==> src/sv/emc_pkg.sv <==
`timescale 1ns / 1ps
// ----------------------------------------------------------------------------
// emc_pkg: shared types and microcode for the ElGamal modular cipher
// Word types, register indexes, sequencer phases and the per-operation
// microprogram that drives the shared modular multiplier.
// ----------------------------------------------------------------------------
package emc_pkg;

  localparam int ModBits = 16;
  localparam int CntBits = $clog2(ModBits);

  typedef logic [ModBits-1:0] word_t;
  typedef word_t [3:0]        tmp_file_t;
  typedef logic [2:0]         pc_t;
  typedef logic [1:0]         slot_t;
  typedef logic [1:0]         cfg_idx_t;

  // Reset values of the configuration registers
  localparam word_t ModulusReset   = word_t'(1549);
  localparam word_t GeneratorReset = word_t'(2);
  localparam word_t KeyReset       = word_t'(1234);

  // Configuration register indexes
  localparam cfg_idx_t CFG_MODULUS   = 2'd0;
  localparam cfg_idx_t CFG_GENERATOR = 2'd1;
  localparam cfg_idx_t CFG_KEY       = 2'd2;

  // Temporary slots
  localparam slot_t SLOT_T0 = 2'd0;
  localparam slot_t SLOT_T1 = 2'd1;
  localparam slot_t SLOT_T2 = 2'd2;
  localparam slot_t SLOT_T3 = 2'd3;

  typedef enum logic [1:0] {
    OP_ENCRYPT = 2'd0,
    OP_DECRYPT = 2'd1,
    OP_COMBINE = 2'd2
  } op_t;

  typedef struct packed {
    op_t   op;
    word_t message;
    word_t nonce;
    word_t first_c1;
    word_t first_c2;
    word_t second_c1;
    word_t second_c2;
  } in_word_t;

  typedef struct packed {
    word_t result_a;
    word_t result_b;
  } out_word_t;

  typedef struct packed {
    word_t modulus;
    word_t generator;
    word_t private_key;
  } cfg_regs_t;

  // Operand sources for the multiplier
  typedef enum logic [3:0] {
    SRC_ZERO,
    SRC_ONE,
    SRC_GEN,
    SRC_KEY,
    SRC_MSG,
    SRC_NONCE,
    SRC_FC1,
    SRC_FC2,
    SRC_SC1,
    SRC_SC2,
    SRC_PM2,
    SRC_T0,
    SRC_T1,
    SRC_T2,
    SRC_T3
  } src_t;

  typedef enum logic [1:0] {
    UOP_MUL,
    UOP_POW,
    UOP_END
  } uop_kind_t;

  typedef struct packed {
    uop_kind_t kind;
    src_t      sa;
    src_t      sb;
    slot_t     dst;
  } uop_t;

  typedef enum logic [2:0] {
    PH_IDLE,
    PH_FETCH,
    PH_MWAIT,
    PH_PCHK,
    PH_PACC,
    PH_PSQR,
    PH_DONE
  } phase_t;

  typedef struct packed {
    logic busy;
    logic done;
  } mm_stat_t;

  typedef struct packed {
    logic idle;
    logic res_valid;
  } seq_stat_t;

  function automatic uop_t mk_uop(uop_kind_t kind, src_t sa, src_t sb, slot_t dst);
    uop_t u;
    u.kind = kind;
    u.sa   = sa;
    u.sb   = sb;
    u.dst  = dst;
    return u;
  endfunction

  // Microprogram: a reduction is a multiply by one, a power runs square-and-multiply
  function automatic uop_t ucode(op_t op, pc_t pc);
    uop_t u;
    u = mk_uop(UOP_END, SRC_ZERO, SRC_ZERO, SLOT_T0);
    case (op)
      OP_ENCRYPT: begin
        case (pc)
          3'd0:    u = mk_uop(UOP_MUL, SRC_ONE, SRC_GEN,   SLOT_T0);
          3'd1:    u = mk_uop(UOP_MUL, SRC_ONE, SRC_MSG,   SLOT_T1);
          3'd2:    u = mk_uop(UOP_POW, SRC_T0,  SRC_KEY,   SLOT_T2);
          3'd3:    u = mk_uop(UOP_POW, SRC_T0,  SRC_NONCE, SLOT_T3);
          3'd4:    u = mk_uop(UOP_POW, SRC_T2,  SRC_NONCE, SLOT_T2);
          3'd5:    u = mk_uop(UOP_MUL, SRC_T1,  SRC_T2,    SLOT_T2);
          default: u = mk_uop(UOP_END, SRC_ZERO, SRC_ZERO, SLOT_T0);
        endcase
      end
      OP_DECRYPT: begin
        case (pc)
          3'd0:    u = mk_uop(UOP_MUL, SRC_ONE, SRC_FC1,  SLOT_T0);
          3'd1:    u = mk_uop(UOP_MUL, SRC_ONE, SRC_FC2,  SLOT_T1);
          3'd2:    u = mk_uop(UOP_POW, SRC_T0,  SRC_KEY,  SLOT_T2);
          3'd3:    u = mk_uop(UOP_POW, SRC_T2,  SRC_PM2,  SLOT_T2);
          3'd4:    u = mk_uop(UOP_MUL, SRC_T1,  SRC_T2,   SLOT_T3);
          3'd5:    u = mk_uop(UOP_MUL, SRC_ONE, SRC_ZERO, SLOT_T2);
          default: u = mk_uop(UOP_END, SRC_ZERO, SRC_ZERO, SLOT_T0);
        endcase
      end
      OP_COMBINE: begin
        case (pc)
          3'd0:    u = mk_uop(UOP_MUL, SRC_ONE, SRC_FC1, SLOT_T0);
          3'd1:    u = mk_uop(UOP_MUL, SRC_ONE, SRC_SC1, SLOT_T1);
          3'd2:    u = mk_uop(UOP_MUL, SRC_T0,  SRC_T1,  SLOT_T3);
          3'd3:    u = mk_uop(UOP_MUL, SRC_ONE, SRC_FC2, SLOT_T0);
          3'd4:    u = mk_uop(UOP_MUL, SRC_ONE, SRC_SC2, SLOT_T1);
          3'd5:    u = mk_uop(UOP_MUL, SRC_T0,  SRC_T1,  SLOT_T2);
          default: u = mk_uop(UOP_END, SRC_ZERO, SRC_ZERO, SLOT_T0);
        endcase
      end
      default: u = mk_uop(UOP_END, SRC_ZERO, SRC_ZERO, SLOT_T0);
    endcase
    return u;
  endfunction

  // Select one multiplier operand
  function automatic word_t pick(src_t s, in_word_t w, cfg_regs_t c, tmp_file_t t);
    word_t v;
    case (s)
      SRC_ZERO:  v = '0;
      SRC_ONE:   v = word_t'(1);
      SRC_GEN:   v = c.generator;
      SRC_KEY:   v = c.private_key;
      SRC_MSG:   v = w.message;
      SRC_NONCE: v = w.nonce;
      SRC_FC1:   v = w.first_c1;
      SRC_FC2:   v = w.first_c2;
      SRC_SC1:   v = w.second_c1;
      SRC_SC2:   v = w.second_c2;
      SRC_PM2:   v = c.modulus - word_t'(2);
      SRC_T0:    v = t[SLOT_T0];
      SRC_T1:    v = t[SLOT_T1];
      SRC_T2:    v = t[SLOT_T2];
      SRC_T3:    v = t[SLOT_T3];
      default:   v = '0;
    endcase
    return v;
  endfunction

endpackage

==> src/sv/elgamal_modular_cipher.sv <==
`timescale 1ns / 1ps
// ----------------------------------------------------------------------------
// elgamal_modular_cipher: textbook ElGamal encrypt, decrypt and combine
// Top level: configuration registers, input capture and output register
// around the microcoded sequencer and its shared modular multiplier.
// ----------------------------------------------------------------------------
// One word is processed at a time; in_ready is low while it is worked on.
// Every step goes through one bit-serial modular multiplier. A power with a
// 16-bit exponent costs up to 32 multiplies plus an exponent check per bit.
// Encrypt runs three such powers plus three other multiplies; decrypt runs
// two powers (the second with exponent p - 2) plus four multiplies; combine
// runs six multiplies. With a modulus below two, or an unused op code, the
// result (all zero) is ready and no multiply is run. A finished result waits
// in an output register, so the next word may be accepted before it is taken.
// Configuration writes are taken in any cycle and must only be made while
// the block is idle.
module elgamal_modular_cipher (
  input  logic                clk,
  input  logic                rst_n,
  input  logic                in_valid,
  output logic                in_ready,
  input  emc_pkg::in_word_t   in_data,
  output logic                out_valid,
  input  logic                out_ready,
  output emc_pkg::out_word_t  out_data,
  input  logic                cfg_valid,
  output logic                cfg_ready,
  input  emc_pkg::cfg_idx_t   cfg_index,
  input  emc_pkg::word_t      cfg_data
);
  import emc_pkg::*;

  cfg_regs_t cfg_r;
  seq_stat_t seq_stat;
  out_word_t seq_res;
  logic      in_take;
  logic      res_take;
  logic      out_valid_r;
  out_word_t out_data_r;

  // Configuration writes
  assign cfg_ready = 1'b1;

  always_ff @(posedge clk) begin
    if (!rst_n) begin
      cfg_r.modulus     <= ModulusReset;
      cfg_r.generator   <= GeneratorReset;
      cfg_r.private_key <= KeyReset;
    end else if (cfg_valid && cfg_ready) begin
      unique case (cfg_index)
        CFG_MODULUS:   cfg_r.modulus     <= cfg_data;
        CFG_GENERATOR: cfg_r.generator   <= cfg_data;
        CFG_KEY:       cfg_r.private_key <= cfg_data;
        default:       cfg_r             <= cfg_r;
      endcase
    end
  end

  // Accept a word only when the sequencer is idle
  assign in_ready = seq_stat.idle;
  assign in_take  = in_valid && in_ready;

  // Move the result into the output register when it is free
  assign res_take = seq_stat.res_valid && (!out_valid_r || out_ready);

  emc_seq u_seq (
    .clk      (clk),
    .rst_n    (rst_n),
    .start    (in_take),
    .in_data  (in_data),
    .cfg      (cfg_r),
    .res_take (res_take),
    .stat     (seq_stat),
    .res      (seq_res)
  );

  // Output register
  always_ff @(posedge clk) begin
    if (!rst_n) begin
      out_valid_r <= 1'b0;
    end else if (res_take) begin
      out_valid_r <= 1'b1;
    end else if (out_ready) begin
      out_valid_r <= 1'b0;
    end
  end

  always_ff @(posedge clk) begin
    if (res_take) begin
      out_data_r <= seq_res;
    end
  end

  assign out_valid = out_valid_r;
  assign out_data  = out_data_r;

endmodule

==> src/sv/emc_modmul.sv <==
`timescale 1ns / 1ps
// ----------------------------------------------------------------------------
// emc_modmul: bit-serial modular multiplier
// Computes a * b mod p one bit of b per cycle, most significant bit first,
// with two conditional subtractions per step. Needs a below p.
// ----------------------------------------------------------------------------
module emc_modmul (
  input  logic             clk,
  input  logic             rst_n,
  input  logic             start,
  input  emc_pkg::word_t   a,
  input  emc_pkg::word_t   b,
  input  emc_pkg::word_t   p,
  output emc_pkg::word_t   result,
  output emc_pkg::mm_stat_t stat
);
  import emc_pkg::*;

  logic               run_r;
  logic               done_r;
  logic [CntBits-1:0] cnt_r;
  word_t              acc_r;
  word_t              a_r;
  word_t              b_r;

  logic [ModBits:0] dbl;
  logic [ModBits:0] dbl_red;
  logic [ModBits:0] sum;
  logic [ModBits:0] sum_red;

  // Double, reduce, add the partial product, reduce again
  always_comb begin
    dbl     = {acc_r, 1'b0};
    dbl_red = (dbl >= {1'b0, p}) ? dbl - {1'b0, p} : dbl;
    sum     = dbl_red + (b_r[ModBits-1] ? {1'b0, a_r} : '0);
    sum_red = (sum >= {1'b0, p}) ? sum - {1'b0, p} : sum;
  end

  // Sequence the bit count
  always_ff @(posedge clk) begin
    if (!rst_n) begin
      run_r  <= 1'b0;
      done_r <= 1'b0;
      cnt_r  <= '0;
    end else begin
      done_r <= 1'b0;
      if (start) begin
        run_r <= 1'b1;
        cnt_r <= '0;
      end else if (run_r) begin
        cnt_r <= cnt_r + 1'b1;
        if (cnt_r == CntBits'(ModBits - 1)) begin
          run_r  <= 1'b0;
          done_r <= 1'b1;
        end
      end
    end
  end

  // Hold operands and advance the accumulator
  always_ff @(posedge clk) begin
    if (start) begin
      acc_r <= '0;
      a_r   <= a;
      b_r   <= b;
    end else if (run_r) begin
      acc_r <= sum_red[ModBits-1:0];
      b_r   <= {b_r[ModBits-2:0], 1'b0};
    end
  end

  assign result    = acc_r;
  assign stat.busy = run_r;
  assign stat.done = done_r;

  a_done_pulse: assert property (@(posedge clk) disable iff (!rst_n)
    done_r |=> !done_r)
    else $error("multiplier done held for more than one cycle");

  a_no_restart: assert property (@(posedge clk) disable iff (!rst_n)
    start |-> !run_r)
    else $error("multiplier started while still running");

endmodule

==> src/sv/emc_seq.sv <==
`timescale 1ns / 1ps
// ----------------------------------------------------------------------------
// emc_seq: microcoded sequencer for the ElGamal operations
// Steps through the microprogram of the captured operation, runs modular
// powers by square-and-multiply and keeps the intermediate values.
// ----------------------------------------------------------------------------
module emc_seq (
  input  logic                clk,
  input  logic                rst_n,
  input  logic                start,
  input  emc_pkg::in_word_t   in_data,
  input  emc_pkg::cfg_regs_t  cfg,
  input  logic                res_take,
  output emc_pkg::seq_stat_t  stat,
  output emc_pkg::out_word_t  res
);
  import emc_pkg::*;

  phase_t    state_r;
  phase_t    state_nxt;
  pc_t       pc_r;
  pc_t       pc_nxt;
  in_word_t  word_r;
  tmp_file_t tmp_r;
  word_t     acc_r;
  word_t     base_r;
  word_t     exp_r;

  uop_t      uop;
  logic      mm_start;
  word_t     mm_a;
  word_t     mm_b;
  word_t     mm_res;
  mm_stat_t  mm_stat;
  logic      bypass;

  assign uop    = ucode(word_r.op, pc_r);
  assign bypass = (cfg.modulus < word_t'(2));

  emc_modmul u_modmul (
    .clk    (clk),
    .rst_n  (rst_n),
    .start  (mm_start),
    .a      (mm_a),
    .b      (mm_b),
    .p      (cfg.modulus),
    .result (mm_res),
    .stat   (mm_stat)
  );

  // Next phase
  always_comb begin
    state_nxt = state_r;
    unique case (state_r)
      PH_IDLE:  if (start) state_nxt = bypass ? PH_DONE : PH_FETCH;
      PH_FETCH: begin
        unique case (uop.kind)
          UOP_MUL: state_nxt = PH_MWAIT;
          UOP_POW: state_nxt = PH_PCHK;
          default: state_nxt = PH_DONE;
        endcase
      end
      PH_MWAIT: if (mm_stat.done) state_nxt = PH_FETCH;
      PH_PCHK: begin
        priority if (exp_r == '0) state_nxt = PH_FETCH;
        else if (exp_r[0])        state_nxt = PH_PACC;
        else                      state_nxt = PH_PSQR;
      end
      PH_PACC:  if (mm_stat.done) state_nxt = PH_PSQR;
      PH_PSQR:  if (mm_stat.done) state_nxt = PH_PCHK;
      PH_DONE:  if (res_take) state_nxt = PH_IDLE;
      default:  state_nxt = PH_IDLE;
    endcase
  end

  // Multiplier requests
  always_comb begin
    mm_start = 1'b0;
    mm_a     = '0;
    mm_b     = '0;
    unique case (state_r)
      PH_FETCH: begin
        if (uop.kind == UOP_MUL) begin
          mm_start = 1'b1;
          mm_a     = pick(uop.sa, word_r, cfg, tmp_r);
          mm_b     = pick(uop.sb, word_r, cfg, tmp_r);
        end
      end
      PH_PCHK: begin
        if (exp_r != '0) begin
          mm_start = 1'b1;
          mm_a     = exp_r[0] ? acc_r : base_r;
          mm_b     = base_r;
        end
      end
      PH_PACC: begin
        if (mm_stat.done) begin
          mm_start = 1'b1;
          mm_a     = base_r;
          mm_b     = base_r;
        end
      end
      default: begin
        mm_start = 1'b0;
      end
    endcase
  end

  // Advance the program counter
  always_comb begin
    pc_nxt = pc_r;
    priority if (state_r == PH_IDLE && start)                   pc_nxt = '0;
    else if (state_r == PH_MWAIT && mm_stat.done)               pc_nxt = pc_r + 1'b1;
    else if (state_r == PH_PCHK && exp_r == '0)                 pc_nxt = pc_r + 1'b1;
    else                                                        pc_nxt = pc_r;
  end

  always_ff @(posedge clk) begin
    if (!rst_n) begin
      state_r <= PH_IDLE;
      pc_r    <= '0;
    end else begin
      state_r <= state_nxt;
      pc_r    <= pc_nxt;
    end
  end

  // Datapath registers
  always_ff @(posedge clk) begin
    unique case (state_r)
      PH_IDLE: begin
        if (start) begin
          word_r         <= in_data;
          tmp_r[SLOT_T2] <= '0;
          tmp_r[SLOT_T3] <= '0;
        end
      end
      PH_FETCH: begin
        if (uop.kind == UOP_POW) begin
          acc_r  <= word_t'(1);
          base_r <= pick(uop.sa, word_r, cfg, tmp_r);
          exp_r  <= pick(uop.sb, word_r, cfg, tmp_r);
        end
      end
      PH_MWAIT: if (mm_stat.done) tmp_r[uop.dst] <= mm_res;
      PH_PCHK:  if (exp_r == '0) tmp_r[uop.dst] <= acc_r;
      PH_PACC:  if (mm_stat.done) acc_r <= mm_res;
      PH_PSQR: begin
        if (mm_stat.done) begin
          base_r <= mm_res;
          exp_r  <= exp_r >> 1;
        end
      end
      default: begin
        acc_r <= acc_r;
      end
    endcase
  end

  assign stat.idle      = (state_r == PH_IDLE);
  assign stat.res_valid = (state_r == PH_DONE);
  assign res.result_a   = tmp_r[SLOT_T3];
  assign res.result_b   = tmp_r[SLOT_T2];

  a_start_idle: assert property (@(posedge clk) disable iff (!rst_n)
    start |-> (state_r == PH_IDLE))
    else $error("word accepted while sequencer busy");

  a_take_done: assert property (@(posedge clk) disable iff (!rst_n)
    res_take |-> (state_r == PH_DONE))
    else $error("result taken before it was ready");

  a_wait_running: assert property (@(posedge clk) disable iff (!rst_n)
    (state_r == PH_MWAIT || state_r == PH_PACC || state_r == PH_PSQR)
      |-> (mm_stat.busy || mm_stat.done))
    else $error("waiting on a multiplier that is not running");

endmodule
==> config.mk <==
export PLATFORM = sky130hd
export DESIGN_NAME = elgamal_modular_cipher
export DESIGN_NICKNAME = d
export VERILOG_FILES = /design/src/sv/emc_pkg.sv /design/src/sv/elgamal_modular_cipher.sv /design/src/sv/emc_modmul.sv /design/src/sv/emc_seq.sv
export SDC_FILE = /design/constraint.sdc
export NUM_CORES = 1
export LEC_CHECK = 0
export BUFFER_PORTS_ARGS = -buffer_cell sky130_fd_sc_hd__buf_2
export CAP_MARGIN = 20
export CELL_PAD_IN_SITES_DETAIL_PLACEMENT = 0
export CELL_PAD_IN_SITES_GLOBAL_PLACEMENT = 1
export CORE_MARGIN = 10
export CORE_UTILIZATION = 43
export DETAILED_ROUTE_END_ITERATION = 6
export PLACE_DENSITY = 0.75
export RECOVER_POWER = 100
export SLEW_MARGIN = 30
export SYNTH_ARGS = -nofsm -noshare
export SYNTH_HDL_FRONTEND = slang
export SYNTH_SLANG_ARGS = --single-unit
==> constraint.sdc <==
create_clock -name clk -period 6.12 [get_ports clk]
set_input_delay 0.306 -clock clk [delete_from_list [all_inputs] [get_ports clk]]
set_output_delay 0.306 -clock clk [all_outputs]
set_load 0.05 [all_outputs]
# Yosys cells after proc, flatten, opt, wreduce, memory -nomap -nowiden
# Index checks and enable logic that the tools add are counted.
# word_totals
regBits	351
output_inout_bits	35
wordCells	185
# op_classes
muxes	58
eq_ne	52
bitwise	2
magnitude_cmp	5
add_sub_neg	6
reduce_logical	34
# op_table
cell	n
16-bit case mux with 14 select lines	2
16-bit two-way mux	16
12-bit case mux with 6 select lines	3
64-bit bitwise mux	2
64-bit two-way mux	2
16-bit case mux with 2 select lines	3
16-bit case mux with 3 select lines	2
32-bit case mux with 3 select lines	1
32-bit case mux with 2 select lines	1
4-bit == test (second input constant)	15
12-bit case mux with 3 select lines	1
17-bit by 16-bit >= comparator with 1-bit output	2
16-bit demux with 2-bit select	1
4-bit by 3-bit == test with 1-bit output (second input constant)	8
32-bit two-way mux	1
3-bit two-way mux	9
3-bit case mux with 7 select lines	1
17-bit by 16-bit adder with 17-bit output	1
17-bit two-way mux	1
17-bit by 16-bit subtractor with 17-bit output	1
4-bit by 2-bit == test with 1-bit output (second input constant)	4
16-bit zero test	1
16-bit by 2-bit less-than comparator with 1-bit output (second input constant)	1
16-bit nonzero test	1
31 further kinds	77

# Longest topological paths before layout
# Gate-level depths: netlist of run 1.
# depth
depth_word	10
ltp_mapped	29

# By module
# From an unflattened synthesis of run 1, not the netlist that was laid out.
# hier_totals
cells_unflattened	1906
hier_area_um2	20294.5
# by_module_without_submodules
module	area_each_um2	cells_per_inst	seq_area_each_um2	instances
emc_seq	12565.8	1140	6426.2	1
emc_modmul	4773.3	539	1401.3	1
elgamal_modular_cipher	2955.3	227	1941.9	1

# Worst setup path before layout of run 1
# Ideal clock, no wire load.
# synth_timing
kind	register to register
from	register cfg_r[35] (netlist name)
to	register u_seq.u_modmul.acc_r[15], in the netlist u_seq.u_modmul.result[15]
path_stages_with_launch	27
required_ns	6.046
path_slack_ns	0.118
period_less_slack_ns	6.002
t_arrival_ns	5.928
path_cell_list	dfxtp_1 inv_1 ha_1 a21o_1 a21oi_1 a21oi_1 or4b_1 nand2_1 clkbuf_1 clkbuf_1 nor2_1 ha_1 inv_1 fa_1 nand3b_1 a21oi_1 o31ai_1 xnor2_1 ha_1 a211oi_1 nand2_1 a211o_1 a21o_1 a31oi_1 clkbuf_1 nand3_1 a31oi_1
# synth_between
elab_chain_len	5
# synth_rtl
element	line	source
start: declaration	elgamal_modular_cipher.sv:33	cfg_regs_t cfg_r;
start signal: assignment	elgamal_modular_cipher.sv:54	default: cfg_r <= cfg_r;
17-bit by 16-bit subtractor with 17-bit output / 17-bit by 16-bit >= comparator with 1-bit output (equally long branches)	emc_modmul.sv:34	dbl_red = (dbl >= {1'b0, p}) ? dbl - {1'b0, p} : dbl;
17-bit two-way mux	emc_modmul.sv:34	
17-bit by 16-bit adder with 17-bit output	emc_modmul.sv:35	sum = dbl_red + (b_r[ModBits-1] ? {1'b0, a_r} : '0);
16-bit subtractor / 17-bit by 16-bit >= comparator with 1-bit output (equally long branches)	emc_modmul.sv:36	sum_red = (sum >= {1'b0, p}) ? sum - {1'b0, p} : sum;
16-bit two-way mux *	emc_modmul.sv:36	
end signal: assignment	emc_modmul.sv:67	acc_r <= sum_red[ModBits-1:0];
end: declaration	emc_modmul.sv:22	word_t acc_r;
# Mark *: on every way between the ends. The rest lies on a longest branch, timed or not.
# A chain may end at the register's enable or synchronous reset.

# Worst setup path after layout of run 1
# layout_timing
from	register u_seq.pc_r[2]
to	register u_seq.exp_r[4] (data pin)
# layout_between
elab_chain_len	7
# layout_rtl
element	line	source
start: declaration	emc_seq.sv:21	pc_t pc_r;
start signal: assignment	emc_seq.sv:124	pc_r <= pc_nxt;
3-bit == test (tied with other cells)	emc_pkg.sv:128, emc_pkg.sv:139, emc_pkg.sv:150	
12-bit case mux with 6 select lines (on tied branches)	emc_pkg.sv:150, emc_pkg.sv:128, emc_pkg.sv:139	
12-bit case mux with 3 select lines *	emc_pkg.sv:126	case (op)
4-bit == test (tied with other cells)	emc_pkg.sv:168	case (s)
16-bit case mux with 14 select lines *	emc_pkg.sv:168	
16-bit two-way mux *	emc_seq.sv:139	if (uop.kind == UOP_POW) begin
16-bit case mux with 2 select lines *	emc_seq.sv:130	unique case (state_r)
end signal: assignment	emc_seq.sv:142	exp_r <= pick(uop.sb, word_r, cfg, tmp_r);
end signal: assignment	emc_seq.sv:151	exp_r <= exp_r >> 1;
end: declaration	emc_seq.sv:27	word_t exp_r;
# Mark *: on every way between the ends. The rest lies on a longest branch, timed or not. The select of a mux whose other input is x is not followed.

==> results of run 1 <==
==> flip-flops by register name, summed over array words and instances (netlist names) <==
name / count
u_seq.base_r: 16
out_data: 32
u_seq.u_modmul.run_r: 1
u_seq.res: 32
u_seq.pc_r: 3
u_seq.u_modmul.b_r: 16
u_seq.state_r: 3
out_valid: 1
u_seq.u_modmul.done_r: 1
cfg_r: 48
u_seq.exp_r: 16
u_seq.u_modmul.a_r: 16
u_seq.acc_r: 16
u_seq.u_modmul.result: 16
u_seq.tmp_r: 32
u_seq.word_r: 98
u_seq.u_modmul.cnt_r: 4
==> metrics by stage <==
step | setup WS (ns) | hold slack (ns) | util, % | setup TNS [ns]
global placement | 0.152 | 0.464 | 47.6 | 0
floorplan | 0.118 | 0.405 | - | 0
global route | -0.0106 | 0.0229 | 52.5 | -0.0154
finish | 0.203 | 0.0240 | 52.5 | 0
detailed placement | 0.200 | 0.467 | 47.7 | 0
CTS | 0.137 | 0.00272 | 52.7 | 0
==> placed cells by master (no fill, tap or decap), types with 35 or more instances in the layout <==
cell type	netlist	layout
clkbuf_16	0	41
a21oi_1	103	100
dlygate4sd3_1	0	105
edfxtp_1	274	274
nor2_1	159	150
dfxtp_1	77	74
xnor2_1	38	36
a21o_1	35	35
a22oi_1	46	46
a21boi_0	44	44
ha_1	62	56
buf_2	21	108
a211oi_1	52	50
clkbuf_1	94	82
mux2i_1	71	71
nand3_1	72	71
nand2_1	211	210
nor3_1	50	50
inv_1	43	43
o21ai_0	114	110
buf_4	1	71
==> cells by family (layout without fill, tap and decap cells) <==
| kind of cell | after synthesis | in the layout |
|---|---|---|
| fa+ha+maj | 65 | 65 |
| mux | 107 | 107 |
| compound gates | 643 | 643 |
| simple gates | 637 | 637 |
| other cells | 1 | 1 |
| buf+inv | 170 | 479 |
| xor+xnor | 51 | 51 |
| flops | 351 | 351 |
==> final cells by class <==
class                      count  area (µm²)
clock buffer                  54        1080
clock inverter                18         195
fill                        4271       22200
inverter                      44         165
multi-input combinational   1504       10000
sequential                   351        9770
tap                          607         759
timing repair buffer         363        2450
==> routing by layer <==
metal	up-vias	wire (µm)	global-route usage, %
li1	8298	-	-
met1	9467	37800	42.8
met2	1139	41300	49.4
met3	215	10200	8.37
met4	0	4360	13.3
met5	-	0	0
==> timing repair <==
item,4_1_cts,5_1_grt
gates resized for setup,0,30
hold buffers,105,0
endpoints found under the setup margin,0,16
endpoints found under the hold margin,109,0
==> Yosys cell counts, types with 16 or more instances <==
library cell  instances
edfxtp_1            274
nand2_1             211
nor2_1              159
o21ai_0             114
a21oi_1             103
clkbuf_1             94
dfxtp_1              77
nand3_1              72
mux2i_1              71
ha_1                 62
a211oi_1             52
nor3_1               50
a22oi_1              46
a21boi_0             44
inv_1                43
and2_1               40
xnor2_1              38
a21o_1               35
mux2_2               34
a22o_1               32
a31oi_1              31
buf_2                21
a221oi_1             20
o211ai_1             17
nand2b_1             16
==> worst max path at each step <==
| stage | endpoint | depth (start not counted) |
|---|---|---|
| after floorplan | u_seq.u_modmul.result[15] | 26 |
| after global placement | u_seq.u_modmul.result[14] | 25 |
| after detailed placement | u_seq.u_modmul.result[14] | 24 |
| after CTS | u_seq.u_modmul.result[14] | 24 |
| after global routing | u_seq.u_modmul.result[14] | 24 |
| final | u_seq.exp_r[4] | 11 |
==> critical path: cells and delay by family (launching register included) <==
kind | cells | cell delay, ns
AND/OR/NAND/NOR | 3 | 2.18
buffers and inverters | 2 | 0.74
adder cells (fa/ha/maj) | 1 | 0.52
flip-flops | 1 | 0.51
AO/OA/AOI/OAI | 5 | 1.64
==> report_power, final <==
group	total (µW)	internal [µW]	switching, µW
Clock	2370	1340	1030
Combinational	7820	2920	4900
Sequential	3830	3230	601
==> run_results.csv, run 1 <==
group,metric,value,unit
synth,ys_ff_latch,351,
route,drc,2,
cells_and_area,stdcell_count,2941,
cells_and_area,final_net_count,2490,
setup_path,critPathLaunch,"u_seq.pc_r[2]",
synth,synth-xor-area-share,2.20,%
synth,synth.cell_area,20300,µm²
cells_and_area,drive_gt1_share,14.0,%
floorplan,io-pin-count,156,
hold_path,hold_path_end,"cfg_r[2]",
clock_tree,h-tree-depth,2,
setup_path,arrival,6.21,ns
synth,synth-compound-area-share,22.1,%
sta,slew_viol_final,271,
status,violations,"DRC, capacitance limit, slew limit",
route,ant_nets,0,
synth,synth_top_area_cell,"edfxtp_1",
power,p_leak,0.00888,µW
floorplan,die_h,237,µm
setup_path,cp_max_fo,21,
setup_path,ff2ff_path_depth,11,
synth,synth_warnings,0,
placement,postPlaceCellArea,22200,µm²
placement,gp_congestion,1.04,
sta,fmax,169,MHz
setup_path,critPathSlowestCell,"or2_0",
grt,grt_max_degree,75,
synth,synthAdderAreaFrac,4.11,%
sta,finalCriticalPeriod,5.92,ns
clock_tree,cts-root-buf,"clkbuf_16",
synth,synth_top_cell_area_share,40.5,%
route,first_iter_violations,2624,
setup_path,r2r_start,"u_seq.pc_r[2]",
cells_and_area,fin_area,24500,µm²
clock_tree,cts_buffers,40,
sta,period_share,96.7,%
cells_and_area,diodes,0,
cells_and_area,syn2layout_area_growth,20.4,%
synth,yosysSeqAreaShare,48.1,%
grt,gr-total-overflow,0,
route,vias_per_cell,6.50,
clock_tree,cts_tree,"built",
clock_tree,clkLatencyLatePin,0.60,ns
floorplan,die_x,237,µm
floorplan,start_util,43.6,%
synth,synth_edf_count,274,
run,maxCapViolCount,9,
clock_tree,cts.sinks,351,
synth,synthMuxAreaShare,5.53,%
synth,async_reset_ff_share,0,%
synth,synth_nets,2211,
placement,port_buffers,154,
sta,max-slew-margin-rel,-38.6,%
route,firstDrtPassIters,7,
placement,place_inst,2762,
floorplan,die_area,56400,µm²
synth,syn-mean-instance-area,10.0,µm²
synth,synth_top_family_by_area,"compound AO/OA/AOI/OAI gates",
setup_path,crit_path_end_kind,"flop",
status,run_status,"complete, but fails checks",
synth,synth_area_leaders,"edfxtp_1, dfxtp_1, nand2_1, ha_1, mux2i_1",
synth,syn_inst,2025,
grt,grt_pass1_wl,133,mm
sta,worst_pin_slew,2.08,ns
synth,synth-simple-area-share,14.7,%
power,powerDensity,573,nW/µm²
setup_path,required,6.41,ns
setup_path,reg2reg_slack,0.20,ns
grt,grt_pass1_vias,18441,
setup_path,max_stage_delay,1.54,ns
hold_path,hold_path.class,"primary input to flop",
power,max-vdd-ir-drop,761,µV
hold_path,holdPathStages,3,
hold_path,holdCritStartpoint,"cfg_data[2]",
route,wl_per_cell,31.9,µm
sta,fin_skew,0.0421,ns
setup_path,start_kind,"flop",
route,num_vias,19119,
placement,dp_hpwl,70.1,mm
grt,grt_use_total,32.3,%
synth,synthFlopType,"edfxtp_1",
grt,antenna_found_initial,3,
clock_tree,clk_path_buf_depth,3,
setup_path,path_cells,"ha_1 > or3b_1 > o22ai_1 > or2_0 > nor2_1 > clkbuf_1 > a22oi_1 > o32ai_1 > a2111oi_1 > buf_4 > a21oi_1",
floorplan,std_cell_rows,79,
sta,hold_violations,0,
floorplan,core-area,46700,µm²
route,drt-total-wl,93.7,mm
sta,setup_viol,0,
clock_tree,clk_pin_slew,0.06,ns
setup_path,rr_endpoint,"u_seq.exp_r[4]",
power,power,14000,µW
setup_path,crit_type,"flop to flop",
synth,synth.distinct_cells,81,
clock_tree,post_cts_buffers,0,
No activity file was read; power rests on OpenSTA's default activity.
==> inputs of run 2 (changes only) <==
==> constraint.sdc (replaced) <==
create_clock -name clk -period 6.12 [get_ports clk]
set_input_delay 1.53 -clock clk [delete_from_list [all_inputs] [get_ports clk]]
set_output_delay 1.53 -clock clk [all_outputs]
set_load 0.05 [all_outputs]
==> run_results.csv, run 2 (synthesis results as in run 1) <==
group,metric,value,unit
cells_and_area,final_net_count,2381,
floorplan,core-area,46700,µm²
setup_path,critPathSlowestCell,"or2_0",
route,num_vias,18518,
grt,grt_use_total,31.2,%
cells_and_area,regMostFlops,"u_seq.word_r",
placement,port_buffers,154,
cells_and_area,drive_gt1_share,15.1,%
setup_path,cp_max_fo,21,
sta,setup_viol,0,
route,top_layer,"met4",
route,first_iter_violations,2418,
floorplan,die_h,237,µm
setup_path,path_cells,"ha_1 > or3b_1 > o22ai_1 > or2_0 > nor2_1 > clkbuf_1 > nand2_1 > o32ai_1 > a2111oi_0 > buf_4 > a21oi_1",
setup_path,crit_type,"flop to flop",
sta,fmax,168,MHz
route,drc,14,
status,run_status,"complete, but fails checks",
setup_path,max_stage_delay,1.48,ns
route,ant_nets,0,
sta,setup_slack,0.167,ns
placement,dp_worst_setup_slack,0.174,ns
sta,period_share,97.3,%
route,vias_per_cell,6.54,
setup_path,arrival,6.23,ns
power,max-vdd-ir-drop,602,µV
route,firstDrtPassIters,7,
setup_path,worst-path-buf-inv,2,
clock_tree,cts.sinks,351,
hold_path,hold_path.class,"flop to flop",
grt,gr-total-overflow,0,
clock_tree,clk_path_buf_depth,3,
clock_tree,clkLatencyLatePin,0.59,ns
clock_tree,clk_pin_slew,0.06,ns
route,drt-total-wl,90.5,mm
cells_and_area,reg_top3,"u_seq.word_r (98), cfg_r (48)",
cells_and_area,final_cell_mix,"edfxtp_1, nand2_1, nor2_1",
cells_and_area,largest_register_ffs,98,
route,wl_met2,39.3,mm
sta,max-slew-margin-rel,-163,%
power,powerDensity,598,nW/µm²
grt,grt_max_degree,63,
power,power,14100,µW
grt,antenna_found_initial,1,
clock_tree,h-tree-depth,2,
floorplan,die_area,56400,µm²
sta,fin_skew,0.0221,ns
placement,postPlaceCellArea,22200,µm²
setup_path,required,6.40,ns
sta,hold_violations,0,
setup_path,start_kind,"flop",
clock_tree,cts_buffers,40,
route,wl_per_cell,32.0,µm
floorplan,io-pin-count,156,
grt,grt_pass1_wl,129,mm
setup_path,crit_path_end_kind,"flop",
clock_tree,cts-root-buf,"clkbuf_16",
floorplan,std_cell_rows,79,
sta,finalCriticalPeriod,5.95,ns
clock_tree,cts_tree,"built",
setup_path,critPathTopFamily,"simple AND/OR/NAND/NOR gates",
cells_and_area,syn2layout_area_growth,15.7,%
placement,dp_hpwl,68.5,mm
cells_and_area,fin_area,23500,µm²
cells_and_area,nFillCells,4417,
status,violations,"DRC, capacitance limit, slew limit",
grt,grt_pass1_vias,17562,
sta,slew_viol_final,158,
sta,worst_pin_slew,3.94,ns
floorplan,die_x,237,µm
cells_and_area,final_common_cell,"edfxtp_1",
power,p_leak,0.00852,µW
floorplan,start_util,43.6,%
placement,gp_congestion,1.04,
route,routed-wl-met3,9.67,mm
route,drt-met1-wl,37.4,mm
cells_and_area,diodes,0,
run,maxCapViolCount,6,
## run 2: changes by cell type in the layout (fill, tap and decap cells not counted), sizes merged
| cell | delta |
|---|---|
| clkbuf | -22 |
| bufinv | +3 |
| dlygate4sd3 | -105 |
| clkinvlp | -1 |
| buf | +14 |
| clkinv | +1 |
## run 2: timing repair
action,4_1_cts,5_1_grt
hold endpoints to repair,0,0
endpoints found under the setup margin,0,16
buffers inserted,0,1
resized for setup,0,25
hold buffers,0,0
## run 2: metal layers
layer  GRT usage, %  up-vias
li1               -     8087
met1           42.1     9043
met2           47.6     1179
met3           7.60      209
met4           11.9        0
met5              0        -
## run 2: path summary, 6_finish.rpt
path	start	slack, ns	depth (start not counted)	endpoint
max	u_seq.pc_r[2]	0.17	11	u_seq.exp_r[0]
min	u_seq.u_modmul.cnt_r[3]	0.49	2	u_seq.u_modmul.done_r
max reg2reg	u_seq.pc_r[2]	0.17	11	u_seq.exp_r[0]
min reg2reg	u_seq.u_modmul.cnt_r[3]	0.49	2	u_seq.u_modmul.done_r
## run 2: stage by stage
step	hold slack, ns	setup TNS, ns	instances	util [%]
final	0.487	0	2831	50.4
after global routing	0.492	-0.0824	2831	50.4
after CTS	0.486	0	2829	50.5
after detailed placement	0.474	0	2758	47.6
after global placement	0.472	0	2757	47.5
after floorplan	0.443	0	2025	-
## run 2: tightest hold or removal path: cells and delay by family (launching register included)
family           cells  cell delay [ns]
flip-flops           1             0.33
AND/OR/NAND/NOR      2             0.11
## run 2: report_power, final
part	switching (µW)	leakage [µW]	total [µW]	internal, µW
registers	548	0.00320	3780	3240
clock network	1050	0.000657	2520	1470
logic	4890	0.00466	7770	2880
## run 2: cell type report
class	instances	area (µm²)	share of cell area (%)
multi-input cells	1504	10000	42.7
flip-flops and latches	351	9770	41.5
repair buffers	254	1410	6.01
clock buffers	50	1070	4.54
well taps	607	759	3.23
clock inverters	21	300	1.28
inverters	44	165	0.702
